===== src/design/aip_pkg.sv =====
// ----------------------------------------------------------------------------
// aip_pkg
// Shared types and character constants for the ascii integer parser.
// ----------------------------------------------------------------------------
package aip_pkg;

    // character codes
    localparam logic [7:0] CH_0     = 8'h30;
    localparam logic [7:0] CH_9     = 8'h39;
    localparam logic [7:0] CH_LC_A  = 8'h61;
    localparam logic [7:0] CH_LC_F  = 8'h66;
    localparam logic [7:0] CH_UC_A  = 8'h41;
    localparam logic [7:0] CH_UC_F  = 8'h46;
    localparam logic [7:0] CH_LC_X  = 8'h78;
    localparam logic [7:0] CH_UC_X  = 8'h58;
    localparam logic [7:0] CH_PLUS  = 8'h2B;
    localparam logic [7:0] CH_MINUS = 8'h2D;

    // letter digits start at ten
    localparam logic [7:0] LETTER_BIAS = 8'd10;

    // configuration register indexes
    localparam logic [1:0] CFG_HEX_MODE     = 2'd0;
    localparam logic [1:0] CFG_SIGNED_MODE  = 2'd1;
    localparam logic [1:0] CFG_RESULT_WIDTH = 2'd2;

    // result width codes
    localparam logic [1:0] RW_8  = 2'd0;
    localparam logic [1:0] RW_16 = 2'd1;
    localparam logic [1:0] RW_32 = 2'd2;
    localparam logic [1:0] RW_64 = 2'd3;

    typedef struct packed {
        logic [7:0] char_byte;
        logic       last_byte;
    } in_word_t;

    typedef struct packed {
        logic [63:0] value;
        logic        status;
    } out_word_t;

    typedef struct packed {
        logic       hex_mode;
        logic       signed_mode;
        logic [1:0] result_width;
    } cfg_t;

    // classified byte as it travels through the queue
    typedef struct packed {
        logic [3:0] digit;
        logic       is_dec;
        logic       is_hex;
        logic       is_plus;
        logic       is_minus;
        logic       is_x;
        logic       last;
    } cls_t;

    // finished string handed to the output formatter
    typedef struct packed {
        logic [63:0] acc;
        logic        negative;
        logic        error;
        logic        signed_mode;
        logic [1:0]  result_width;
    } fin_t;

    typedef enum logic [1:0] {
        PH_START,
        PH_AFTER_SIGN,
        PH_HELD,
        PH_DIGITS
    } phase_t;

endpackage


===== src/design/aip_front.sv =====
// ----------------------------------------------------------------------------
// aip_front
// Accepts input words and classifies each character for the parser.
// ----------------------------------------------------------------------------
module aip_front
    import aip_pkg::*;
(
    input  logic     in_valid,
    output logic     in_ready,
    input  in_word_t in_data,
    input  logic     q_full,
    output logic     q_push,
    output cls_t     q_data
);

    logic [7:0] c;
    logic [7:0] dig8;

    assign c        = in_data.char_byte;
    assign in_ready = !q_full;
    assign q_push   = in_valid && in_ready;

    always_comb
    begin
        q_data       = '0;
        dig8         = 8'd0;
        q_data.last  = in_data.last_byte;
        q_data.is_plus  = (c == CH_PLUS);
        q_data.is_minus = (c == CH_MINUS);
        q_data.is_x     = (c == CH_LC_X) || (c == CH_UC_X);
        if (c inside {[CH_0:CH_9]})
        begin
            dig8          = c - CH_0;
            q_data.is_dec = 1'b1;
            q_data.is_hex = 1'b1;
        end
        else if (c inside {[CH_LC_A:CH_LC_F]})
        begin
            dig8          = c - CH_LC_A + LETTER_BIAS;
            q_data.is_hex = 1'b1;
        end
        else if (c inside {[CH_UC_A:CH_UC_F]})
        begin
            dig8          = c - CH_UC_A + LETTER_BIAS;
            q_data.is_hex = 1'b1;
        end
        q_data.digit = dig8[3:0];
    end

endmodule


===== src/design/aip_queue.sv =====
// ----------------------------------------------------------------------------
// aip_queue
// Short queue of classified characters between front and back.
// ----------------------------------------------------------------------------
module aip_queue
    import aip_pkg::*;
#(
    parameter int DEPTH = 2
)
(
    input  logic clk,
    input  logic rst_n,
    input  logic push,
    input  cls_t push_data,
    output logic full,
    input  logic pop,
    output logic empty,
    output cls_t head
);

    localparam int PTR_W = (DEPTH > 1) ? $clog2(DEPTH) : 1;
    localparam int CNT_W = $clog2(DEPTH + 1);

    cls_t             mem [DEPTH];
    logic [PTR_W-1:0] wr_ptr_reg, wr_ptr_next;
    logic [PTR_W-1:0] rd_ptr_reg, rd_ptr_next;
    logic [CNT_W-1:0] count_reg, count_next;

    assign full  = (count_reg == CNT_W'(DEPTH));
    assign empty = (count_reg == '0);
    assign head  = mem[rd_ptr_reg];

    always_comb
    begin
        wr_ptr_next = wr_ptr_reg;
        rd_ptr_next = rd_ptr_reg;
        count_next  = count_reg;
        if (push)
        begin
            wr_ptr_next = (wr_ptr_reg == PTR_W'(DEPTH - 1)) ? '0 : wr_ptr_reg + 1'b1;
        end
        if (pop)
        begin
            rd_ptr_next = (rd_ptr_reg == PTR_W'(DEPTH - 1)) ? '0 : rd_ptr_reg + 1'b1;
        end
        if (push && !pop)
        begin
            count_next = count_reg + 1'b1;
        end
        else if (pop && !push)
        begin
            count_next = count_reg - 1'b1;
        end
    end

    always_ff @(posedge clk or negedge rst_n)
    begin
        if (!rst_n)
        begin
            wr_ptr_reg <= '0;
            rd_ptr_reg <= '0;
            count_reg  <= '0;
        end
        else
        begin
            wr_ptr_reg <= wr_ptr_next;
            rd_ptr_reg <= rd_ptr_next;
            count_reg  <= count_next;
        end
    end

    always_ff @(posedge clk)
    begin
        if (push)
        begin
            mem[wr_ptr_reg] <= push_data;
        end
    end

endmodule


===== src/design/aip_back.sv =====
// ----------------------------------------------------------------------------
// aip_back
// Parse sequencer: sign, prefix and digit accumulation, one character a cycle unless a result is stalled.
// ----------------------------------------------------------------------------
module aip_back
    import aip_pkg::*;
(
    input  logic clk,
    input  logic rst_n,
    input  cfg_t cfg,
    input  logic q_empty,
    input  cls_t q_head,
    output logic q_pop,
    output logic fin_valid,
    input  logic fin_ready,
    output fin_t fin_data
);

    phase_t      phase_reg, phase_next;
    logic [63:0] acc_reg, acc_next, acc_upd;
    logic        neg_reg, neg_next, neg_upd;
    logic        err_reg, err_next, err_upd;
    cls_t        held_reg, held_next;
    logic        fin_valid_reg, fin_valid_next;
    fin_t        fin_reg, fin_next;

    logic        fin_free;
    logic        e_ok, h_ok, sign_hit, hex;
    logic [63:0] operand, scaled, sum;

    assign hex      = cfg.hex_mode;
    assign fin_free = !fin_valid_reg || fin_ready;
    assign q_pop    = !q_empty && (!q_head.last || fin_free);
    assign e_ok     = hex ? q_head.is_hex : q_head.is_dec;
    assign h_ok     = hex ? held_reg.is_hex : held_reg.is_dec;
    assign sign_hit = q_head.is_plus || (cfg.signed_mode && q_head.is_minus);

    // the accumulator is still zero while a character is held
    assign operand = (phase_reg == PH_HELD) ? {60'd0, held_reg.digit} : acc_reg;
    assign scaled  = hex ? (operand << 4) : ((operand << 3) + (operand << 1));
    assign sum     = scaled + {60'd0, q_head.digit};

    assign fin_valid = fin_valid_reg;
    assign fin_data  = fin_reg;

    // next phase
    always_comb
    begin
        phase_next = phase_reg;
        if (q_pop && !err_reg)
        begin
            case (phase_reg)
                PH_START:
                begin
                    if (sign_hit)
                    begin
                        phase_next = q_head.last ? PH_START : PH_AFTER_SIGN;
                    end
                    else
                    begin
                        phase_next = (hex && !q_head.last) ? PH_HELD : PH_DIGITS;
                    end
                end
                PH_AFTER_SIGN:
                begin
                    phase_next = (hex && !q_head.last) ? PH_HELD : PH_DIGITS;
                end
                PH_HELD:   phase_next = PH_DIGITS;
                PH_DIGITS: phase_next = PH_DIGITS;
                default:   phase_next = PH_START;
            endcase
        end
        if (q_pop && q_head.last)
        begin
            phase_next = PH_START;
        end
    end

    // datapath updates
    always_comb
    begin
        acc_upd   = acc_reg;
        neg_upd   = neg_reg;
        err_upd   = err_reg;
        held_next = held_reg;
        if (q_pop && !err_reg)
        begin
            case (phase_reg)
                PH_START, PH_AFTER_SIGN:
                begin
                    if (phase_reg == PH_START && sign_hit)
                    begin
                        neg_upd = q_head.is_minus;
                        // lone sign
                        if (q_head.last)
                        begin
                            err_upd = 1'b1;
                        end
                    end
                    else if (hex && !q_head.last)
                    begin
                        held_next = q_head;
                    end
                    else if (!e_ok)
                    begin
                        err_upd = 1'b1;
                    end
                    else
                    begin
                        acc_upd = sum;
                    end
                end
                PH_HELD:
                begin
                    if (q_head.is_x)
                    begin
                        // bare prefix
                        if (q_head.last)
                        begin
                            err_upd = 1'b1;
                        end
                    end
                    else if (!h_ok)
                    begin
                        err_upd = 1'b1;
                    end
                    else if (!e_ok)
                    begin
                        acc_upd = {60'd0, held_reg.digit};
                        err_upd = 1'b1;
                    end
                    else
                    begin
                        acc_upd = sum;
                    end
                end
                PH_DIGITS:
                begin
                    if (!e_ok)
                    begin
                        err_upd = 1'b1;
                    end
                    else
                    begin
                        acc_upd = sum;
                    end
                end
                default:
                begin
                    err_upd = err_reg;
                end
            endcase
        end

        acc_next = acc_upd;
        neg_next = neg_upd;
        err_next = err_upd;
        fin_next = fin_reg;
        if (fin_free)
        begin
            fin_next.acc          = acc_upd;
            fin_next.negative     = neg_upd;
            fin_next.error        = err_upd;
            fin_next.signed_mode  = cfg.signed_mode;
            fin_next.result_width = cfg.result_width;
        end
        if (q_pop && q_head.last)
        begin
            acc_next = '0;
            neg_next = 1'b0;
            err_next = 1'b0;
        end
        fin_valid_next = (fin_valid_reg && !fin_ready) || (q_pop && q_head.last);
    end

    always_ff @(posedge clk or negedge rst_n)
    begin
        if (!rst_n)
        begin
            phase_reg     <= PH_START;
            acc_reg       <= '0;
            neg_reg       <= 1'b0;
            err_reg       <= 1'b0;
            fin_valid_reg <= 1'b0;
        end
        else
        begin
            phase_reg     <= phase_next;
            acc_reg       <= acc_next;
            neg_reg       <= neg_next;
            err_reg       <= err_next;
            fin_valid_reg <= fin_valid_next;
        end
    end

    always_ff @(posedge clk)
    begin
        held_reg <= held_next;
        fin_reg  <= fin_next;
    end

endmodule


===== src/design/aip_format.sv =====
// ----------------------------------------------------------------------------
// aip_format
// Applies negation and result width, holds the result word for the consumer.
// ----------------------------------------------------------------------------
module aip_format
    import aip_pkg::*;
(
    input  logic      clk,
    input  logic      rst_n,
    input  logic      fin_valid,
    output logic      fin_ready,
    input  fin_t      fin_data,
    output logic      out_valid,
    input  logic      out_ready,
    output out_word_t out_data
);

    logic      out_valid_reg, out_valid_next;
    out_word_t out_reg, out_next;
    logic [63:0] v;
    logic        sx;

    assign fin_ready = !out_valid_reg || out_ready;
    assign out_valid = out_valid_reg;
    assign out_data  = out_reg;

    always_comb
    begin
        // negation is dropped on an invalid string
        v  = (fin_data.negative && !fin_data.error) ? (64'd0 - fin_data.acc) : fin_data.acc;
        sx = 1'b0;
        out_next = out_reg;
        if (fin_valid && fin_ready)
        begin
            out_next.status = fin_data.error;
            case (fin_data.result_width)
                RW_8:
                begin
                    sx = fin_data.signed_mode && v[7];
                    out_next.value = {{56{sx}}, v[7:0]};
                end
                RW_16:
                begin
                    sx = fin_data.signed_mode && v[15];
                    out_next.value = {{48{sx}}, v[15:0]};
                end
                RW_32:
                begin
                    sx = fin_data.signed_mode && v[31];
                    out_next.value = {{32{sx}}, v[31:0]};
                end
                RW_64:   out_next.value = v;
                default: out_next.value = v;
            endcase
        end
        out_valid_next = (out_valid_reg && !out_ready) || fin_valid;
    end

    always_ff @(posedge clk or negedge rst_n)
    begin
        if (!rst_n)
        begin
            out_valid_reg <= 1'b0;
        end
        else
        begin
            out_valid_reg <= out_valid_next;
        end
    end

    always_ff @(posedge clk)
    begin
        out_reg <= out_next;
    end

endmodule


===== src/design/ascii_integer_parser.sv =====
// ----------------------------------------------------------------------------
// ascii_integer_parser
// Decimal or hex ASCII string to integer, one character word per cycle when not stalled.
// ----------------------------------------------------------------------------
// usage: send the characters of one number as input words, the final one with
// last_byte set; exactly one result word comes back for that final character.
// the block sustains one character per clock while no result stalls: the
// parse sequencer folds one character a cycle into a 64-bit accumulator
// with a shift-and-add by 10 or 16, and that step sets the rate. a result
// is registered in the sequencer step, then in the formatter register,
// before it shows on out_valid. QUEUE_DEPTH words of queue sit
// between the classifier and the sequencer, so a stalled result only stops
// the input once the queue has filled. configuration (hex_mode, signed_mode,
// result_width) is written through the cfg port, always ready, and should
// only be changed between strings. no clearing pass is needed after reset.
// ----------------------------------------------------------------------------
module ascii_integer_parser
    import aip_pkg::*;
#(
    parameter int QUEUE_DEPTH = 2
)
(
    input  logic       clk,
    input  logic       rst_n,
    // character words in
    input  logic       in_valid,
    output logic       in_ready,
    input  in_word_t   in_data,
    // result words out
    output logic       out_valid,
    input  logic       out_ready,
    output out_word_t  out_data,
    // configuration writes
    input  logic       cfg_valid,
    output logic       cfg_ready,
    input  logic [1:0] cfg_index,
    input  logic [7:0] cfg_data
);

    cfg_t cfg_reg, cfg_next;

    // front to queue
    logic q_full;
    logic q_push;
    cls_t q_push_data;

    // queue to back
    logic q_empty;
    logic q_pop;
    cls_t q_head;

    // back to formatter
    logic fin_valid;
    logic fin_ready;
    fin_t fin_data;

    // register file, writes never stall
    assign cfg_ready = 1'b1;

    always_comb
    begin
        cfg_next = cfg_reg;
        if (cfg_valid && cfg_ready)
        begin
            case (cfg_index)
                CFG_HEX_MODE:     cfg_next.hex_mode     = cfg_data[0];
                CFG_SIGNED_MODE:  cfg_next.signed_mode  = cfg_data[0];
                CFG_RESULT_WIDTH: cfg_next.result_width = cfg_data[1:0];
                default:          cfg_next = cfg_reg;
            endcase
        end
    end

    always_ff @(posedge clk or negedge rst_n)
    begin
        if (!rst_n)
        begin
            cfg_reg.hex_mode     <= 1'b0;
            cfg_reg.signed_mode  <= 1'b0;
            cfg_reg.result_width <= RW_64;
        end
        else
        begin
            cfg_reg <= cfg_next;
        end
    end

    // classify each character as it is accepted
    aip_front u_front (
        .in_valid (in_valid),
        .in_ready (in_ready),
        .in_data  (in_data),
        .q_full   (q_full),
        .q_push   (q_push),
        .q_data   (q_push_data)
    );

    // decouples the classifier from the sequencer
    aip_queue #(
        .DEPTH (QUEUE_DEPTH)
    ) u_queue (
        .clk       (clk),
        .rst_n     (rst_n),
        .push      (q_push),
        .push_data (q_push_data),
        .full      (q_full),
        .pop       (q_pop),
        .empty     (q_empty),
        .head      (q_head)
    );

    // sign, prefix and digit sequencer
    aip_back u_back (
        .clk       (clk),
        .rst_n     (rst_n),
        .cfg       (cfg_reg),
        .q_empty   (q_empty),
        .q_head    (q_head),
        .q_pop     (q_pop),
        .fin_valid (fin_valid),
        .fin_ready (fin_ready),
        .fin_data  (fin_data)
    );

    // negate, cut to width and hold the result word
    aip_format u_format (
        .clk       (clk),
        .rst_n     (rst_n),
        .fin_valid (fin_valid),
        .fin_ready (fin_ready),
        .fin_data  (fin_data),
        .out_valid (out_valid),
        .out_ready (out_ready),
        .out_data  (out_data)
    );

endmodule


===== config.mk =====
export PLATFORM = sky130hd
export DESIGN_NAME = ascii_integer_parser
export DESIGN_NICKNAME = d
export VERILOG_FILES = /design/src/design/aip_pkg.sv /design/src/design/aip_front.sv /design/src/design/aip_queue.sv /design/src/design/aip_back.sv /design/src/design/aip_format.sv /design/src/design/ascii_integer_parser.sv
export SDC_FILE = /design/constraint.sdc
export NUM_CORES = 1
export LEC_CHECK = 0
export BUFFER_PORTS_ARGS = -buffer_cell sky130_fd_sc_hd__buf_2
export CELL_PAD_IN_SITES_DETAIL_PLACEMENT = 1
export CELL_PAD_IN_SITES_GLOBAL_PLACEMENT = 2
export CORE_ASPECT_RATIO = 0.9
export CORE_UTILIZATION = 41
export DETAILED_ROUTE_END_ITERATION = 10
export PLACE_DENSITY = 0.95
export SLEW_MARGIN = 20
export SYNTH_ARGS = -nofsm -noshare
export SYNTH_HDL_FRONTEND = slang
export SYNTH_SLANG_ARGS = --single-unit

===== constraint.sdc =====
create_clock -name clk -period 13.8 [get_ports clk]
set_clock_uncertainty 0.05 [all_clocks]
set_input_delay 0.69 -clock clk [delete_from_list [all_inputs] [get_ports clk]]
set_output_delay 0.69 -clock clk [all_outputs]
set_load 0.01 [all_outputs]

==> impl_metrics.ini, run 1 <==
[drt]
via_per_inst = 6.27
route.detailed.drc = 0
wl_mm = 64.9
wl_per_cell_um = 22.8
vias = 17820
detail-route-antenna-nets = 0
drtIter0Drc = 1665
firstDrtPassIters = 6

[grt]
grt_pass1_wl_mm = 102
grt_max_degree = 72
grt_pass1_vias = 17622
grt_overflow = 0
grt_usage_pct = 26.6
grt_antenna_before_repair = 0

[pwr]
p_seq_share_pct = 36.9
power.density_mw_per_mm2 = 163
vdd_ir_drop_max_mv = 0.101
leakagePower_nw = 7.54
p_sw_share_pct = 44.1
clkPwrFrac_pct = 19.4
intPower_mw = 1.88
p_sw_mw = 1.48
p_comb_share_pct = 43.7

[floorplanning]
rows = 74
die-area_mm2 = 0.0476
fp.dieH_um = 207
start_util_pct = 41.9
core_mm2 = 0.0457
die_w_um = 230
pin_count = 92

[setup_path]
r2r_cells = 18
crit_type = reg -> reg
cp_max_fo = 66
end_kind = flip-flop
worstPathArrival_ps = 7540
timing.rr.end = u_back.fin_data[66]$_DFFE_PP_
critPathLaunchType = flip-flop
r2r-start = u_back.phase_reg[0]$_DFFE_PN0P_
crit_required_ps = 13970
reg2reg_slack_ps = 6440

[clock_tree]
cts_tree = built
clock_sinks = 238
hold_buffers = 0
root_buffer = clkbuf_16
cts_buffers = 23
clock_path_buffers = 3
clkSlewWorstSetupHoldPaths_ps = 90
post_cts_buffers = 0
insertion_delay_ps = 530
htree_levels = 1
post_cts_resized = 0

[placement]
port_buffers = 84
dpl.hpwl_mm = 49.0
dp_cells = 2802
gp_congestion = 0.916
dp_slack_ps = 6700

[synthesis]
synth_area_leader_cell = edfxtp_1
synth.yosys.seq_area_share_pct = 35.3
yosysWarnings = 0
syn_nets = 2299
synth_flop_cell = edfxtp_1
ys_types = 112
ys_ff_latch = 238
netlist_area_mm2 = 0.0192
synth_top_area_share_pct = 25.1
synthTopCellsByArea = edfxtp_1 25%, dfrtp_1 9.9%, nand2_1 5.5%
synth_edf_count = 160
async_flop_share_pct = 32.8
postSynthCellCount = 2245
syn_avg_cell_area_um2 = 8.54

[layout]
filler_cell_count = 5369
final_cell_mix = 281 x nand2_1, 197 x o21ai_0, 164 x nor2_1, 160 x edfxtp_1, 130 x a21oi_1
layout_commonest_cell = nand2_1
layout.nets = 2274
instances_no_fill = 2844
n_antenna_cell = 0
drive_gt1_share_pct = 11.5
area_growth_pct = 7.49
largest_reg_flops = 69

[timing]
rsz0062_at_grt = false
setup_viol = 0
slew_headroom_pct = 27.7
worst_slew_pin_slew_ps = 1080
period_share_pct = 53.4
fin_ws_ps = 6440
hold_viol = 0
drv_slew = 0
fmax_ghz = 0.136
min_period_ps = 7360
setup_tns_ps = 0

[flow_run]
maxCapViolCount = 0

[worst_hold_path]
hp-class = in -> async

[status]
outcome = complete, no violations
[worst max-delay path: stages, from the launching register on]
cell and delay, ps:
dfrtp_1 700, nand2b_2 600, buf_4 700, nand2_1 110, nand2_1 200, ha_1 290, a21o_1 230, and4_1 200
a211oi_2 380, o22ai_2 180, nor2_1 290, xor2_1 100, o21ai_0 750, nand4_1 480, nor2_2 470, nand3_2 420
nor4_4 420, mux2i_1 330, nor3_1 90
[cell families (layout without fill, tap and decap cells)]
| family | after synthesis | count (layout) | synth area share, % |
|---|---|---|---|
| AND/OR/NAND/NOR | 876 | 876 | 24.2 |
| AO/OA/AOI/OAI | 668 | 668 | 22.8 |
| flip-flops | 238 | 238 | 35.3 |
| buffers and inverters | 196 | 187 | 4.46 |
| XOR/XNOR | 189 | 189 | 8.64 |
| multiplexers | 39 | 39 | 2.12 |
| adder cells (fa/ha/maj) | 38 | 38 | 2.45 |
| other | 1 | 1 | 0.0196 |
[worst max-delay path by stage]
stage	startpoint	to	slack, ps	depth (start not counted)
after floorplan	u_back.phase_reg[1]$_DFFE_PN0P_	u_back.fin_data[58]$_DFFE_PP_	8150	25
after global placement	u_back.phase_reg[0]$_DFFE_PN0P_	u_back.fin_data[66]$_DFFE_PP_	6880	17
after detailed placement	u_back.phase_reg[0]$_DFFE_PN0P_	u_back.fin_data[66]$_DFFE_PP_	6700	18
after CTS	u_back.phase_reg[0]$_DFFE_PN0P_	u_back.fin_data[66]$_DFFE_PP_	6650	18
after global routing	u_back.phase_reg[0]$_DFFE_PN0P_	u_back.fin_data[66]$_DFFE_PP_	6020	17
final	u_back.phase_reg[0]$_DFFE_PN0P_	u_back.fin_data[66]$_DFFE_PP_	6440	18
[power by group through the flow]
stage / Sequential [mW] / Clock (mW) / Combinational [mW]
6_report: 1.24 / 0.654 / 1.47
4_1_cts: 1.24 / 0.661 / 1.45
2_1_floorplan: 1.21 / 0 / 0.993
3_5_place_dp: 1.25 / 0 / 1.44
5_1_grt: 1.26 / 0.683 / 1.59
3_3_place_gp: 1.23 / 0 / 1.37
[layout make-up]
type	instances	area [µm²]	area share (%)
Sequential cell	238	6760	32.8
Multi-Input combinational cell	1811	11600	56.2
Clock buffer	33	663	3.22
Inverter	39	146	0.711
Clock inverter	8	104	0.504
Tap cell	608	761	3.69
Timing Repair Buffer	107	596	2.89
[layer usage]
layer / routed length (µm) / GRT usage (%)
met1: 30600 / 41.0
met4: 863 / 4.66
met5: 0 / 0
met2: 28100 / 40.5
met3: 5350 / 2.53
[Yosys cell counts, drive strengths merged (8+ instances only)]
master / count
nor2: 169
a221oi: 9
nand2: 282
nor4: 30
a211oi: 21
ha: 28
and2: 80
o21a: 16
nor2b: 10
a21boi: 8
xnor2: 105
a221o: 9
o211ai: 34
nand3: 53
edfxtp: 160
a31oi: 30
o31ai: 28
a21o: 27
inv: 39
or3: 23
nor3b: 9
buf: 48
mux2: 12
o21ai: 212
nand2b: 25
a311oi: 8
xor2: 84
clkbuf: 109
a22oi: 21
nor3: 85
or2: 14
mux2i: 27
nand4: 36
and3: 20
or4: 10
a21oi: 132
dfrtp: 76
o22ai: 18
a22o: 22
maj3: 8
[metrics by stage]
step | instance area, µm² | hold slack [ps] | util (%) | power (mW)
6_report | 20600 | 24.5 | 45.0 | 3.36
3_5_place_dp | 19800 | 443 | 43.3 | 2.69
2_1_floorplan | 19200 | 344 | - | 2.21
5_1_grt | 20600 | 28.7 | 45.0 | 3.54
4_1_cts | 20600 | 7.31 | 45.0 | 3.35
3_3_place_gp | 19800 | 425 | 43.3 | 2.59
No activity file was read; power rests on OpenSTA's default activity.
==> inputs of run 2 (changes only) <==
ABC_AREA = 1   (was default)
CORE_UTILIZATION = 32   (was 41)
PLACE_DENSITY = 0.89   (was 0.95)
clock period = 6.5 ns   (was 13.8 ns; I/O delays follow)
==> impl_metrics.ini, run 2 <==
[clock_tree]
post_cts_resized = 0
clkSlewWorstSetupHoldPaths_ps = 70
clock_path_buffers = 3
insertion_delay_ps = 560
clock_sinks = 238
root_buffer = clkbuf_16
htree_levels = 1
hold_buffers = 4
cts_buffers = 24
cts_tree = built
post_cts_buffers = 0

[setup_path]
crit_required_ps = 6730
worstPathArrival_ps = 5560
end_kind = flip-flop
max_stage_delay_ps = 680
worst_path_most_repeated_cell = nand2_1
cp_slowest_cell = dfrtp_1
critPathLaunchType = flip-flop
crit_type = reg -> reg
cp_max_fo = 51

[drt]
wl_per_cell_um = 19.3
via_per_inst = 5.19
drtIter0Drc = 1363
wl_mm = 80.4
route.detailed.drc = 0
firstDrtPassIters = 7
detail-route-antenna-nets = 0
vias = 21568

[worst_hold_path]
hp-class = in -> reg

[flow_run]
maxCapViolCount = 0

[layout]
layout_commonest_cell = nand2_1
area_growth_pct = 9.69
filler_cell_count = 8471
layout.nets = 3340
final_cell_mix = 977 x nand2_1, 414 x inv_1, 322 x nor2_1, 298 x nand3_1, 191 x a21oi_1
largest_reg_flops = 69
drive_gt1_share_pct = 12.7
n_antenna_cell = 0

[pwr]
vdd_ir_drop_max_mv = 0.278
power.density_mw_per_mm2 = 415
leakagePower_nw = 10.6

[synthesis]
synth_flop_cell = edfxtp_1
ys_ff_latch = 238
postSynthCellCount = 3234
synth_area_leader_cell = edfxtp_1
async_flop_share_pct = 32.8
syn_nets = 3288
syn_avg_cell_area_um2 = 6.47
yosysMostFrequentCell = nand2_1
yosys-top-cells-count = 977 x nand2_1, 416 x inv_1, 324 x nor2_1, 300 x nand3_1, 192 x a21oi_1
yosysWarnings = 0
netlist_area_mm2 = 0.0209
synthTopCellsByArea = edfxtp_1 23%, nand2_1 18%, dfrtp_1 9.1%
synth_edf_count = 160
synth_top_area_share_pct = 23.0
ys_types = 66
synth.yosys.seq_area_share_pct = 32.3

[timing]
period_share_pct = 81.9
drv_slew = 0
setup_viol = 0
worst_slew_pin_slew_ps = 1050
fmax_ghz = 0.188
setup_tns_ps = 0
fin_ws_ps = 1170
worst_hold_slack_ps = 55.2
hold_viol = 0
slew_headroom_pct = 30.2
min_period_ps = 5330
rsz0062_at_grt = false

[status]
outcome = complete, no violations

[grt]
grt_usage_pct = 23.9
grt_max_degree = 71
grt_pass1_wl_mm = 124
grt_antenna_before_repair = 0
grt_pass1_vias = 21544
grt_overflow = 0

[placement]
port_buffers = 84
gp_congestion = 0.956
dpl.hpwl_mm = 65.3
dp_slack_ps = 1330

[floorplanning]
die-area_mm2 = 0.0664
core_mm2 = 0.0644
fp.dieH_um = 245
die_w_um = 272
start_util_pct = 32.5
pin_count = 92
rows = 88
## run 2: changes by cell type after synthesis, sizes merged, moves of 26 or more
cell	before	now
nand2	282	1043
inv	39	464
nand3	53	324
nor2	169	411
xnor2	105	12
and2	80	9
xor2	84	15
a21oi	132	200
clkbuf	109	51
o21ai	212	163
a21o	27	0
a31oi	30	4
mux2i	27	1
## run 2: final cells by class
| class | instances | area [µm²] | area share [%] |
|---|---|---|---|
| Multi-Input combinational cell | 2443 | 12000 | 52.1 |
| Clock buffer | 27 | 612 | 2.66 |
| Inverter | 474 | 1780 | 7.76 |
| Clock inverter | 16 | 183 | 0.796 |
| Timing Repair Buffer | 105 | 591 | 2.57 |
| Sequential cell | 238 | 6760 | 29.4 |
| Tap cell | 855 | 1070 | 4.66 |
## run 2: cells by family after synthesis
logic type               share of synthesized area, %
multiplexers                                    0.102
AND/OR/NAND/NOR                                  41.6
other                                          0.0179
XOR/XNOR                                         1.13
adder cells (fa/ha/maj)                          1.86
buffers and inverters                            10.8
flip-flops                                       32.3
AO/OA/AOI/OAI                                    12.3
## run 2: worst paths after layout
path,startpoint,endpoint,slack [ps],cells past startpoint
min in group asynchronous,rst_n,u_back.acc_reg[47]$_DFF_PN0_,190,2
setup reg to reg,u_back.phase_reg[1]$_DFFE_PN0P_,u_back.fin_data[57]$_DFFE_PP_,1170,25
max in group asynchronous,rst_n,cfg_reg[3]$_DFFE_PN0P_,4990,3
hold reg to reg,u_queue.count_reg[0]$_DFFE_PN0P_,u_queue.count_reg[0]$_DFFE_PN0P_,470,1
setup / recovery,u_back.phase_reg[1]$_DFFE_PN0P_,u_back.fin_data[57]$_DFFE_PP_,1170,25
hold / removal,cfg_valid,cfg_reg[3]$_DFFE_PN0P_,60,3
## run 2: stage by stage
stage	util [%]	std cells	cell area, µm²	power (mW)
final	35.7	4158	23000	9.53
after global routing	35.7	4158	23000	10.2
after CTS	35.6	4158	23000	9.57
after detailed placement	34.3	4111	22100	8.08
after global placement	34.3	4111	22100	7.94
after floorplan	-	3234	20900	6.39
## run 2: worst max-delay path: cells and delay by family (launching register included)
family,cells,cell delay [ps]
buffers and inverters,2,170
AND/OR/NAND/NOR,21,3400
adder cells (fa/ha/maj),2,690
flip-flops,1,680
## run 2: per-layer routing
metal	GRT usage [%]	wire (µm)	vias up	share of wire [%]
met3	2.95	3900	100	4.9
met2	39.6	37300	479	46
met1	32.7	37000	10348	46
met5	0	0	-	0
met4	6.21	2240	0	2.8
li1	-	-	10641	-
## run 2: report_power, final
group          internal [mW]  switching (mW)  total (mW)  leakage [nW]
logic                   1.47            3.70        5.17          7.52
clock network          0.807           0.648        1.46         0.383
registers               2.35           0.552        2.90          2.72
total                   4.63            4.90        9.53          10.6
